$ cat config.mk
export PLATFORM = sky130hd
export DESIGN_NAME = dsdf_serializer
export DESIGN_NICKNAME = d
export VERILOG_FILES = /design/src/rtl/dsdf_pkg.sv /design/src/rtl/dsdf_serializer.sv
export SDC_FILE = /design/constraint.sdc
export NUM_CORES = 1
export LEC_CHECK = 0
export BUFFER_PORTS_ARGS = -buffer_cell sky130_fd_sc_hd__buf_2
export CAP_MARGIN = 15
export CORE_MARGIN = 2
export CORE_UTILIZATION = 45
export DETAILED_ROUTE_END_ITERATION = 7
export GPL_TIMING_DRIVEN = 0
export PLACE_DENSITY = 0.73
export SLEW_MARGIN = 0
export SYNTH_ARGS = -nofsm -noshare
export SYNTH_HDL_FRONTEND = slang
export SYNTH_SLANG_ARGS = --single-unit
$ cat constraint.sdc
create_clock -name clk_i -period 2.45 [get_ports clk_i]
set_input_delay 0.245 -clock clk_i [delete_from_list [all_inputs] [get_ports clk_i]]
set_output_delay 0.245 -clock clk_i [all_outputs]
set_load 0.02 [all_outputs]
$ cat src/rtl/dsdf_pkg.sv
// shared types, constants and conversion step for the digit frame formatter
package dsdf_pkg;

  localparam int VALUE_W        = 32;
  localparam int DEC_W          = 5;
  localparam int CD_W           = DEC_W + 1;
  localparam int BCD_DIGITS     = 10;
  localparam int BCD_W          = 4 * BCD_DIGITS;
  localparam int BITS_PER_STAGE = 4;
  localparam int DABBLE_STAGES  = VALUE_W / BITS_PER_STAGE;
  localparam int FRAME_W        = 12;

  localparam logic [3:0] CODE_MINUS = 4'hB;
  localparam logic [3:0] CODE_BLANK = 4'hF;

  typedef logic [BCD_DIGITS-1:0][3:0] bcd_t;

  // one value in flight through the binary to decimal conversion
  typedef struct packed {
    logic [VALUE_W-1:0]     bin;
    bcd_t                   bcd;
    logic                   negative;
    logic signed [DEC_W-1:0] decimals;
  } conv_t;

  // one shift-add-3 step: correct every digit, then shift in the next binary bit
  function automatic conv_t dabble_step(conv_t d);
    conv_t            r;
    bcd_t             b;
    logic [BCD_W-1:0] flat;
    r = d;
    b = d.bcd;
    for (int k = 0; k < BCD_DIGITS; k++) begin
      if (b[k] >= 4'd5) begin
        b[k] = b[k] + 4'd3;
      end
    end
    flat  = b;
    r.bcd = {flat[BCD_W-2:0], d.bin[VALUE_W-1]};
    r.bin = {d.bin[VALUE_W-2:0], 1'b0};
    return r;
  endfunction

endpackage

$ cat src/rtl/dsdf_serializer.sv
// walks the decimal digits of one value and emits one display frame per cycle while the output is ready
module dsdf_serializer
  import dsdf_pkg::*;
#(
  parameter int DIGIT_COUNT = 8
) (
  input  logic               clk_i,
  input  logic               rst_ni,
  input  logic               valid_i,
  input  conv_t              data_i,
  output logic               ready_o,
  output logic               valid_o,
  output logic [FRAME_W-1:0] frame_word_o,
  output logic               last_o,
  input  logic               ready_i
);

  localparam int IdxW = (DIGIT_COUNT > 1) ? $clog2(DIGIT_COUNT) : 1;
  localparam int SelW = $clog2(BCD_DIGITS);

  logic                   busy_q, busy_d;
  logic [IdxW-1:0]        idx_q, idx_d;
  bcd_t                   bcd_q, bcd_d;
  logic                   minus_q, minus_d;
  logic signed [CD_W-1:0] cd_q, cd_d;

  logic               out_valid_q;
  logic [FRAME_W-1:0] frame_q, frame_d;
  logic               last_q;

  logic                  out_free, emit, last_frame, load;
  logic [BCD_DIGITS-1:0] nz_above;
  logic                  show, point, use_minus;
  logic [3:0]            digit, code, pos;
  logic [SelW-1:0]       sel;

  assign out_free   = !out_valid_q || ready_i;
  assign emit       = busy_q && out_free;
  assign last_frame = (idx_q == IdxW'(DIGIT_COUNT - 1));
  assign ready_o    = !busy_q || (emit && last_frame);
  assign load       = ready_o && valid_i;
  assign sel        = SelW'(idx_q);

  // remaining quotient at digit k is nonzero when any digit from k upward is
  always_comb begin
    nz_above[BCD_DIGITS-1] = (bcd_q[BCD_DIGITS-1] != 4'd0);
    for (int k = BCD_DIGITS - 2; k >= 0; k--) begin
      nz_above[k] = nz_above[k+1] || (bcd_q[k] != 4'd0);
    end
  end

  always_comb begin
    digit     = bcd_q[sel];
    show      = nz_above[sel] || !cd_q[CD_W-1];
    point     = (cd_q == '0);
    use_minus = !show && minus_q;
    if (show) begin
      code = digit;
    end else if (minus_q) begin
      code = CODE_MINUS;
    end else begin
      code = CODE_BLANK;
    end
    pos     = 4'(idx_q) + 4'd1;
    frame_d = {pos, point, 3'b000, code};
  end

  always_comb begin
    busy_d  = busy_q;
    idx_d   = idx_q;
    bcd_d   = bcd_q;
    minus_d = minus_q;
    cd_d    = cd_q;
    if (emit) begin
      idx_d = idx_q + 1'b1;
      cd_d  = cd_q - CD_W'(1);
      if (use_minus) begin
        minus_d = 1'b0;
      end
      if (last_frame) begin
        busy_d = 1'b0;
      end
    end
    if (load) begin
      busy_d  = 1'b1;
      idx_d   = '0;
      bcd_d   = data_i.bcd;
      minus_d = data_i.negative;
      cd_d    = CD_W'(data_i.decimals);
    end
  end

  always_ff @(posedge clk_i or negedge rst_ni) begin
    if (!rst_ni) begin
      busy_q      <= 1'b0;
      out_valid_q <= 1'b0;
    end else begin
      busy_q <= busy_d;
      if (out_free) begin
        out_valid_q <= busy_q;
      end
    end
  end

  always_ff @(posedge clk_i) begin
    idx_q   <= idx_d;
    bcd_q   <= bcd_d;
    minus_q <= minus_d;
    cd_q    <= cd_d;
    if (emit) begin
      frame_q <= frame_d;
      last_q  <= last_frame;
    end
  end

  assign valid_o      = out_valid_q;
  assign frame_word_o = frame_q;
  assign last_o       = last_q;

endmodule

==> reports/summary.json <==
{
  "result_of_the_run": {"value": "complete, no violations"},
  "hold_path_startpoint": {"value": "data_i[39]"},
  "final-max-slew-violation-count": {"value": 0},
  "tritoncts": {"value": "done"},
  "placementRows": {"value": 27},
  "area.sequential": {"value": 1822, "unit": "um^2"},
  "place.port_buffers": {"value": 61},
  "hold_ws": {"value": 80.46, "unit": "ps"},
  "largest_fanout_on_the_critical_path": {"value": 47},
  "worstReg2RegStart": {"value": "idx_q[1]"},
  "leakage": {"value": 1.199, "unit": "nW"},
  "multiInputGateArea": {"value": 673.1, "unit": "um^2"},
  "numClockSinks": {"value": 62},
  "drt-vias-per-instance": {"value": 5.003},
  "timing.critical_path.arrival": {"value": 2090, "unit": "ps"},
  "setup_viol": {"value": 0},
  "crit_chain": {"value": "ha_1 > ha_1 > a21bo_2 > nand2_1 > inv_4 > o21ai_1"},
  "post-route-period-util": {"value": 0.8265},
  "place_congestion": {"value": 0.7603},
  "clk_pin_slew_worst_paths": {"value": 60, "unit": "ps"},
  "cts.root.buffer_cell": {"value": "clkbuf_8"},
  "design.portCount": {"value": 97},
  "netlist-cell-type-count": {"value": 36},
  "first_global_vias": {"value": 1498},
  "layout_min_cycle_time": {"value": 2025, "unit": "ps"},
  "synth_seq_cells": {"value": 62},
  "worst_path_most_repeated_cell": {"value": "ha_1"},
  "number_of_antenna_violations_at_the_first_check_in_global_routing": {"value": 0},
  "worstSetupStartpointType": {"value": "register"},
  "clockBufferDepth": {"value": 2},
  "insertedDiodeCount": {"value": 0},
  "criticalPathCategory": {"value": "register to register"},
  "critical_path.startpoint": {"value": "idx_q[1]"},
  "timing.max_slew.rel_slack": {"value": 0.5805},
  "max-cap-violations": {"value": 0},
  "synth.yosys.seq_area_share": {"value": 0.7148},
  "totalPowerFinal": {"value": 0.003126, "unit": "W"},
  "floorplan.initialDensity": {"value": 0.4657},
  "die-width": {"value": 79.26, "unit": "um"},
  "worst-endpoint-required": {"value": 2520, "unit": "ps"},
  "grt_start_max_net_pins": {"value": 48},
  "drcViolationCount": {"value": 0},
  "grt_overflow": {"value": 0},
  "syn_inst": {"value": 161},
  "drtPass1Iterations": {"value": 4},
  "ys.warnings.count": {"value": 0},
  "worst_pin_slew": {"value": 625.0, "unit": "ps"},
  "rsz0062_at_grt": {"value": "false"},
  "detail_route.wirelength": {"value": 4380, "unit": "um"},
  "place_inst": {"value": 296},
  "fillcell_total": {"value": 469},
  "die_y": {"value": 79.26, "unit": "um"},
  "highest_cell_delay_on_the_worst_timing_path": {"value": 470, "unit": "ps"},
  "max_frequency": {"value": 493.9, "unit": "MHz"},
  "vdd.ir_drop.worst": {"value": 0.0004986, "unit": "V"},
  "fraction_of_layout_cells_with_a_size_suffix_above_1": {"value": 0.3859},
  "wire_length_of_the_first_global_routing_pass": {"value": 7051, "unit": "um"},
  "drt-wirelength-per-cell": {"value": 13.99, "unit": "um"},
  "skew": {"value": 4.885, "unit": "ps"},
  "cp_num_buf_inv": {"value": 1},
  "timing.critical_path.slowest_stage_cell": {"value": "inv_4"},
  "fin_setup_tns": {"value": 0, "unit": "ps"},
  "dp.final_hpwl": {"value": 3194, "unit": "um"},
  "cts_setup_buffers": {"value": 0},
  "worstSetupEndpointType": {"value": "register"},
  "htree_num_levels": {"value": 3},
  "critical_path_s_top_delay_family": {"value": "buffers and inverters"},
  "core": {"value": 5473, "unit": "um^2"},
  "syn_area": {"value": 2549, "unit": "um^2"},
  "fin_cells": {"value": 313},
  "tritoncts.num_buffers": {"value": 9},
  "hold_vio_cnt_final": {"value": 0},
  "grtUsageTotal": {"value": 0.1559},
  "postSynthAreaPerCell": {"value": 15.83, "unit": "um^2"},
  "insertion_delay": {"value": 330, "unit": "ps"},
  "holdCritPathClass": {"value": "input pin to register"},
  "antenna_violating_nets_post_route": {"value": 0},
  "drt_iter0_markers": {"value": 89},
  "floorplan.die_area": {"value": 6281, "unit": "um^2"},
  "power.density": {"value": 994.1, "unit": "nW/um^2"},
  "design.final.nets": {"value": 322},
  "area_growth": {"value": 23.37, "unit": "%"},
  "vias": {"value": 1566}
}
## final cells by class
class                      instances  area share
inverter                           6    0.007959
multi-input combinational         89      0.2141
timing repair buffer              62      0.1003
clock buffer                      10     0.04059
clock inverter                     6     0.01671
sequential                        62      0.5794
buffer                             6     0.01234
tap                               72     0.02865
## cells by family after synthesis
logic type | Yosys count | synth area share
AO/OA/AOI/OAI | 22 | 0.05743
other | 1 | 0.001471
multiplexers | 9 | 0.07609
AND/OR/NAND/NOR | 46 | 0.08935
adder cells (fa/ha/maj) | 4 | 0.01964
XOR/XNOR | 5 | 0.01719
flip-flops | 62 | 0.7148
buffers and inverters | 12 | 0.02405
## per-layer routing
layer	wire length [um]	global-route usage	vias to the layer above	share of wire
li1	-	-	765	-
met1	1866	0.2014	732	0.43
met2	2086	0.2246	56	0.48
met3	300	0.05114	13	0.068
met4	127	0.1034	0	0.029
met5	0	0	-	0
## power by group
group	total (W)	internal, W	leakage, nW	switching (W)
Sequential	0.00149	0.00140	0.571	0.0000902
Combinational	0.000813	0.000366	0.533	0.000447
Clock	0.000821	0.000457	0.0949	0.000364
## cells in the mapped netlist, drive strengths merged
cell / n / area (um^2)
dfrtp: 2 / 50.05
buf: 4 / 27.52
mux2i: 1 / 10.01
a21bo: 1 / 10.01
nor2: 15 / 56.30
ha: 4 / 50.05
clkbuf: 2 / 11.26
or4: 1 / 7.510
a31oi: 1 / 6.260
nand4: 1 / 6.260
a21oi: 7 / 35.03
edfxtp: 57 / 1712
nand2: 13 / 51.30
conb: 1 / 3.750
a211oi: 2 / 32.53
nor3b: 1 / 7.510
nand2b: 2 / 12.51
and2: 1 / 6.260
a22oi: 3 / 22.52
and3: 3 / 18.77
xor2: 2 / 17.52
dfxtp: 3 / 60.06
mux4: 8 / 183.9
xnor2: 3 / 26.28
inv: 6 / 22.52
nor4: 8 / 56.30
o21ai: 8 / 40.03
nor3: 1 / 5.000
## state kept, by name, summed over array words and instances (netlist names)
name,count
valid_o,1
frame_word_o,9
busy_q,1
cd_q,6
minus_q,1
last_o,1
idx_q,3
bcd_q,40
## stage by stage
step	util	setup WS [ps]	instance area, um^2
after CTS	0.5741	160.4	3142
after detailed placement	0.5393	174.3	2952
after global routing	0.5745	274.5	3144
after global placement	0.5393	224.9	2952
final	0.5745	425.1	3144
after floorplan	-	462.4	2556
## final timing paths
path | cells after the start | endpoint | slack [ps]
max reg2reg | 6 | cd_q[2] | 430
min reg2reg | 1 | valid_o | 530
max | 6 | cd_q[2] | 430
min | 1 | bcd_q[33] | 80
max in group asynchronous | 2 | busy_q | 2100
min in group asynchronous | 2 | valid_o | 250
## repair_timing
item                                    CTS  global route
hold buffers                              1             0
endpoints found under the setup margin    0             1
gates resized for setup                   0             2
endpoints found under the hold margin     2             0
## cell usage in the layout, fill, tap and decap left out, drive strengths merged, types with 2 or more instances in the layout
cell     n
nand2b   2
o21ai    8
conb     3
a22oi    3
clkinv   5
dfxtp    3
buf     65
dfrtp    2
xor2     2
inv      6
mux4     8
nand2   13
a21oi    7
xnor2    3
and3     3
a211oi   2
edfxtp  57
nor2    15
ha       4
nor4     8
clkbuf  12
(Power assumes the default switching activity.)
