==> src/rtl/dsdf_pkg.sv <==
// shared types, constants and conversion step for the digit frame formatter
package dsdf_pkg;

  localparam int VALUE_W        = 32;
  localparam int DEC_W          = 5;
  localparam int CD_W           = DEC_W + 1;
  localparam int BCD_DIGITS     = 10;
  localparam int BCD_W          = 4 * BCD_DIGITS;
  localparam int BITS_PER_STAGE = 4;
  localparam int DABBLE_STAGES  = VALUE_W / BITS_PER_STAGE;
  localparam int FRAME_W        = 12;

  localparam logic [3:0] CODE_MINUS = 4'hB;
  localparam logic [3:0] CODE_BLANK = 4'hF;

  typedef logic [BCD_DIGITS-1:0][3:0] bcd_t;

  // one value in flight through the binary to decimal conversion
  typedef struct packed {
    logic [VALUE_W-1:0]     bin;
    bcd_t                   bcd;
    logic                   negative;
    logic signed [DEC_W-1:0] decimals;
  } conv_t;

  // one shift-add-3 step: correct every digit, then shift in the next binary bit
  function automatic conv_t dabble_step(conv_t d);
    conv_t            r;
    bcd_t             b;
    logic [BCD_W-1:0] flat;
    r = d;
    b = d.bcd;
    for (int k = 0; k < BCD_DIGITS; k++) begin
      if (b[k] >= 4'd5) begin
        b[k] = b[k] + 4'd3;
      end
    end
    flat  = b;
    r.bcd = {flat[BCD_W-2:0], d.bin[VALUE_W-1]};
    r.bin = {d.bin[VALUE_W-2:0], 1'b0};
    return r;
  endfunction

endpackage

==> src/rtl/dsdf_dabble_stage.sv <==
// one pipeline stage of the binary to decimal conversion
module dsdf_dabble_stage
  import dsdf_pkg::*;
(
  input  logic  clk_i,
  input  logic  rst_ni,
  input  logic  valid_i,
  input  conv_t data_i,
  output logic  ready_o,
  output logic  valid_o,
  output conv_t data_o,
  input  logic  ready_i
);

  logic  valid_q;
  conv_t data_q;
  conv_t data_d;

  assign ready_o = !valid_q || ready_i;

  always_comb begin
    data_d = data_i;
    for (int s = 0; s < BITS_PER_STAGE; s++) begin
      data_d = dabble_step(data_d);
    end
  end

  always_ff @(posedge clk_i or negedge rst_ni) begin
    if (!rst_ni) begin
      valid_q <= 1'b0;
    end else if (ready_o) begin
      valid_q <= valid_i;
    end
  end

  always_ff @(posedge clk_i) begin
    if (ready_o && valid_i) begin
      data_q <= data_d;
    end
  end

  assign valid_o = valid_q;
  assign data_o  = data_q;

endmodule

==> config.mk <==
export PLATFORM = sky130hd
export DESIGN_NAME = dsdf_dabble_stage
export DESIGN_NICKNAME = d
export VERILOG_FILES = /design/src/rtl/dsdf_pkg.sv /design/src/rtl/dsdf_dabble_stage.sv
export SDC_FILE = /design/constraint.sdc
export NUM_CORES = 1
export LEC_CHECK = 0
export ABC_AREA = 1
export BUFFER_PORTS_ARGS = -buffer_cell sky130_fd_sc_hd__buf_2
export CELL_PAD_IN_SITES_DETAIL_PLACEMENT = 0
export CELL_PAD_IN_SITES_GLOBAL_PLACEMENT = 1
export CORE_AREA = 3 3 133 135
export CTS_CLUSTER_DIAMETER = 60
export CTS_CLUSTER_SIZE = 24
export DETAILED_ROUTE_END_ITERATION = 7
export DIE_AREA = 0 0 136 138
export PLACE_DENSITY_LB_ADDON = 0.12
export SLEW_MARGIN = 20
export SYNTH_ARGS = -nofsm -noshare
export SYNTH_HDL_FRONTEND = slang
export SYNTH_SLANG_ARGS = --single-unit
export TNS_END_PERCENT = 50
==> constraint.sdc <==
create_clock -name clk_i -period 6.5 [get_ports clk_i]
set_clock_uncertainty 0.05 [all_clocks]
set_input_delay 1.3 -clock clk_i [delete_from_list [all_inputs] [get_ports clk_i]]
set_output_delay 1.3 -clock clk_i [all_outputs]
set_load 0.03 [all_outputs]
==> results of run 1 <==
layer usage:
layer  track usage  vias to the layer above
met4       0.03501                        0
met2        0.2297                      124
li1              -                     3161
met3       0.03198                       10
met1        0.1690                     2357
met5             0                        -
through the flow:
| stage | power [mW] | utilization |
|---|---|---|
| global placement | 1.784 | 0.4556 |
| finish | 2.287 | 0.4749 |
| CTS | 2.324 | 0.4749 |
| floorplan | 1.560 | - |
| detailed placement | 1.785 | 0.4556 |
| global route | 2.503 | 0.4749 |
worst register-to-register path, delay by kind of cell, from the launching register on:
family,cells,cell delay (ns)
buffers and inverters,1,0.43
AOI/OAI and AO/OA,1,0.16
DFF,1,0.42
power by group through the flow:
stage / registers (mW) / clock network (mW) / logic [mW]
floorplan: 0.846 / 0 / 0.714
global placement: 0.688 / 0 / 1.10
detailed placement: 0.688 / 0 / 1.10
CTS: 0.679 / 0.546 / 1.10
global route: 0.684 / 0.569 / 1.25
finish: 0.677 / 0.526 / 1.08
layout by cell type, fill, tap and decap left out, types with 4 or more instances in the layout:
cell       count
nand2_4       11
nand3_1       88
xnor2_1        4
buf_2        157
inv_1        155
o21ai_2       16
clkbuf_16      9
nor2_1        10
conb_1         4
a21oi_1        8
ha_1          32
xor2_1         6
inv_2         15
nand3_2       26
edfxtp_1      74
o21ai_0       15
nand4_1       14
o21ai_1       11
nand2_2       52
nand3_4        6
nand2_1      319
Yosys cell counts, drive strengths merged:
cell type,count
nand2,382
inv,170
nand3,120
edfxtp,74
o21ai,43
ha,32
nand4,14
nor2,14
a21oi,11
xor2,8
buf,4
xnor2,4
and2,2
nand3b,2
o211ai,2
a21boi,1
a21o,1
clkinv,1
conb,1
dfrtp,1
nor3,1
o21bai,1
or2,1
cell type report:
| cell class | instances | area [µm²] |
|---|---|---|
| Fill cell | 1742 | 8708 |
| Multi-Input combinational cell | 643 | 3591 |
| Sequential cell | 75 | 2247 |
| Timing Repair Buffer | 159 | 800.8 |
| Inverter | 171 | 641.9 |
| Tap cell | 220 | 275.3 |
| Clock buffer | 10 | 229.0 |
| Clock inverter | 6 | 90.09 |
cells by family after synthesis:
| family | after synthesis |
|---|---|
| other | 1 |
| adders and majority gates | 32 |
| DFF | 75 |
| xor gates and xnor gates | 12 |
| and+or+nand+nor | 536 |
| AOI/OAI and AO/OA | 59 |
| buffers and inverters | 175 |
registers in the layout, summed over array words and instances (netlist names):
signal   cells
valid_o      1
data_o      74
worst paths after layout:
path	from	to	cells past startpoint
max in group asynchronous	rst_ni	valid_o	1
max reg2reg	valid_o	data_o[15]	2
min in group asynchronous	rst_ni	valid_o	1
min	valid_o	valid_o	2
max	data_i[42]	data_o[43]	29
min reg2reg	valid_o	valid_o	2
==> flow_summary.ini, run 1 <==
[logic_synthesis]
syn-instance-count = 890
synth-compound-area-share = 0.06056
synth_top_area_cell = edfxtp_1
synth_top_area_frac = 0.3425
muxShareOfSynthArea = 0
ys_seq_area_frac = 0.3464
synth_xor_area_frac = 0.01851
ys_seq_elements = 75
synthAdderAreaFrac = 0.06172
synth_top_family_by_area = simple AND/OR/NAND/NOR gates
ys_top_cells_by_area = edfxtp_1, nand2_1, inv_1
syn_avg_cell_area_um2 = 7.289
synthSimpleGateAreaFrac = 0.4087
synth_cell_types = 36
yosys_warnings = 0
syn_area_mm2 = 0.006487

[global_routing]
antenna_found_initial = 0
grt_max_degree = 41
grt_remaining_overflow = 0
grt_first_pass_wirelength_um = 21630
grt_pass1_vias = 5031
grt_usage = 0.1341

[sta]
setup-tns-final_ns = 0
period_minus_slack_ns = 4.176
finalCritPeriodShare = 0.6424
postLayoutSetupSlackWorst_ns = 2.324
fmax_mhz = 239.5
maxSlewViolCount = 0
hold_viol = 0
setup_viol = 0
whs_ns = 0.5343
grt_setup_unrepaired = false

[die]
dieArea_mm2 = 0.01877
die_h_um = 138
dieWidth_um = 136
io_pins = 162
fp.coreArea_mm2 = 0.01658
initial_core_util = 0.3912
rows = 47

[routing]
post-route-drc-count = 0
wl_um = 12740
post_drt_wl_per_cell_um = 9.923
drtPass1Iterations = 5
wl_met3_um = 904
ant_nets = 0
wl_met2_um = 5770
top_layer_used = met4
viasPerCell = 4.402
drt_iter0_markers = 144
wl_met1_um = 5946
vias = 5652

[power_and_ir_drop]
pwr-share-seq = 0.296
irDropWorstVdd_mv = 0.1141
p_clk_frac = 0.230
power_switching_mw = 0.9425
power.density_mw_per_mm2 = 290.4
power_report.internal_total_mw = 1.344
swShare = 0.4121
power_leakage_nw = 4.364
power_frac_comb = 0.474

[placed_design]
hpwl_um = 10700
portBuffers = 157
place.gp.congestion = 0.7798
dpl-instance-area_mm2 = 0.007556
dp_slack_ns = 1.977
placed_cells = 1268

[clock_network]
cts_setup_buffers = 0
ctsHoldBuffers = 0
cts_tree = yes
cts_root_buffer = clkbuf_16
cts.sinks = 75
clock_latency_ns = 0.33
path_clk_slew_ns = 0.06
cts.repair.resized = 0
cts_made_buffers = 9
clock_path_buffers = 2
h-tree-depth = 3

[critical_path]
crit_fanout = 5
slowest_delay_ns = 0.26
crit_path_end_kind = flip-flop
worst-path-buf-inv = 7
critPathMostFrequentCell = nand2_1
criticalPathCategory = primary input to flip-flop
rrSetupSlack_ns = 5.06
required_ns = 6.54
cp.arrival_ns = 4.22
worstSetupStartpointType = primary input
path_delay_family = simple AND/OR/NAND/NOR gates
cpMaxStageDelayCell = or2_2

[finish]
area_delta_synth_final_pct = 21.39
nets = 1173
antenna_cells = 0
final_cells = 1284
design_area_mm2 = 0.007875
drive_gt1_frac = 0.2942

[job]
max_cap_violations = 0

[min_path]
hp-class = flip-flop to flip-flop

[run_status]
run_status = complete, no violations
No activity file was read; power rests on OpenSTA's default activity.
==> run 2, diff against run 1 <==
--- a/config.mk
+++ b/config.mk
@@ -9,11 +9,11 @@
 export BUFFER_PORTS_ARGS = -buffer_cell sky130_fd_sc_hd__buf_2
 export CELL_PAD_IN_SITES_DETAIL_PLACEMENT = 0
 export CELL_PAD_IN_SITES_GLOBAL_PLACEMENT = 1
-export CORE_AREA = 3 3 133 135
+export CORE_AREA = 3 3 141 143
 export CTS_CLUSTER_DIAMETER = 60
 export CTS_CLUSTER_SIZE = 24
 export DETAILED_ROUTE_END_ITERATION = 7
-export DIE_AREA = 0 0 136 138
+export DIE_AREA = 0 0 144 146
 export PLACE_DENSITY_LB_ADDON = 0.12
 export SLEW_MARGIN = 20
 export SYNTH_ARGS = -nofsm -noshare
==> constraint.sdc (replaced) <==
create_clock -name clk_i -period 3.6 [get_ports clk_i]
set_clock_uncertainty 0.05 [all_clocks]
set_input_delay 0.72 -clock clk_i [delete_from_list [all_inputs] [get_ports clk_i]]
set_output_delay 0.72 -clock clk_i [all_outputs]
set_load 0.03 [all_outputs]
==> run 2 against run 1 <==
- register-to-register slack got worse by 3.2 ns
- via count is 2.0% higher
- core utilization down 4.1 points
- worst hold slack worse by 0.44 ns
- first-iteration DRC count shrank 1.4%
- critical path depth unchanged
- critical endpoint unchanged
- highest routed layer unchanged
==> flow_summary.ini, run 2 (synthesis results as in run 1) <==
[critical_path]
cpMaxStageDelayCell = or2_2
cp-startpoint = data_i[42]
cp.arrival_ns = 3.43
rrSetupSlack_ns = 1.88
worst-path-buf-inv = 7
r2r-end = data_o[39]
critPathMostFrequentCell = nand2_1
rr_worst_depth = 2
endpoint = data_o[43]
slowest_delay_ns = 0.28
crit_path_end_kind = flip-flop
required_ns = 3.65
cp.depth = 29
crit_fanout = 3
criticalPathCategory = primary input to flip-flop
reg2reg_from = valid_o
path_delay_family = simple AND/OR/NAND/NOR gates
worstSetupStartpointType = primary input

[clock_network]
cts_root_buffer = clkbuf_16
cts_made_buffers = 9
clock_latency_ns = 0.34
cts.sinks = 75
h-tree-depth = 3
ctsHoldBuffers = 0
clock_path_buffers = 2
path_clk_slew_ns = 0.06
cts_tree = yes

[routing]
viasPerCell = 4.369
wl_met3_um = 1006
wl_met1_um = 6095
ant_nets = 0
post_drt_wl_per_cell_um = 10.11
drt_iter0_markers = 142
drtPass1Iterations = 4
vias = 5767
wl_met2_um = 6078
top_layer_used = met4
wl_um = 13350
post-route-drc-count = 0

[finish]
area_delta_synth_final_pct = 24.98
nets = 1195
final_util = 0.4334
largest_register_ffs = 74
multi_input_area_mm2 = 0.003618
layout.cells.most_common_list = nand2_1, buf_2, inv_1
fillCellCount = 1933
regArea_mm2 = 0.002247
drive_gt1_frac = 0.3195
antenna_cells = 0
final_common_cell = nand2_1

[sta]
setup_viol = 0
finalCritPeriodShare = 0.9392
fmax_mhz = 295.7
hold_viol = 0
maxSlewViolCount = 0
postLayoutSetupSlackWorst_ns = 0.2187
period_minus_slack_ns = 3.381

[min_path]
hp-class = primary input to asynchronous set/reset pin

[die]
dieWidth_um = 144
io_pins = 162
initial_core_util = 0.3468
dieArea_mm2 = 0.02102
die_h_um = 146
rows = 50
fp.coreArea_mm2 = 0.01871

[global_routing]
grt_usage = 0.1245
grt_remaining_overflow = 0
grt_pass1_vias = 5094
grt_max_degree = 33
grt_first_pass_wirelength_um = 21980
antenna_found_initial = 0

[placed_design]
portBuffers = 157
dp_slack_ns = -0.1443
place.gp.congestion = 0.7893
hpwl_um = 11210

[power_and_ir_drop]
finalPower_mw = 4.282
irDropWorstVdd_mv = 0.1824
power_leakage_nw = 4.477
power.density_mw_per_mm2 = 528.1

[run_status]
run_status = complete, no violations

[job]
max_cap_violations = 0
==> run 2: worst min path at each step <==
stage | start | endpoint | slack, ns
floorplan | rst_ni | valid_o | 0.37
global placement | rst_ni | valid_o | 0.44
detailed placement | rst_ni | valid_o | 0.45
CTS | rst_ni | valid_o | 0.08
global route | rst_ni | valid_o | 0.08
finish | rst_ni | valid_o | 0.1
==> run 2: where the power goes <==
| group | switching, mW | internal, mW |
|---|---|---|
| Clock | 0.356 | 0.679 |
| Combinational | 1.35 | 0.678 |
| Sequential | 0.0316 | 1.19 |
==> run 2: layout make-up <==
| class | instances | area share |
|---|---|---|
| Clock buffer | 10 | 0.02824 |
| Clock inverter | 6 | 0.01389 |
| Inverter | 171 | 0.07917 |
| Multi-Input combinational cell | 643 | 0.4463 |
| Sequential cell | 75 | 0.2772 |
| Tap cell | 234 | 0.03611 |
| Timing Repair Buffer | 181 | 0.1191 |
==> run 2: timing repair <==
item | 4_1_cts | 5_1_grt
setup endpoints to repair | 0 | 2
setup buffers | 0 | 2
gates resized for setup | 0 | 13
==> run 2: through the flow <==
step / hold slack, ns / std cells / area, µm² / setup TNS (ns)
floorplan: 0.3744 / 893 / 6502 / 0
global placement: 0.4444 / 1302 / 7724 / -0.1243
detailed placement: 0.4469 / 1302 / 7724 / -0.2838
CTS: 0.08017 / 1318 / 8065 / 0
global route: 0.07510 / 1320 / 8108 / -0.06721
finish: 0.09512 / 1320 / 8108 / 0
==> run 2: metal layers <==
| metal | GRT usage | vias to the layer above |
|---|---|---|
| met3 | 0.03122 | 13 |
| met4 | 0.03955 | 0 |
| met5 | 0 | - |
| met1 | 0.1525 | 2428 |
| li1 | - | 3205 |
| met2 | 0.2128 | 121 |
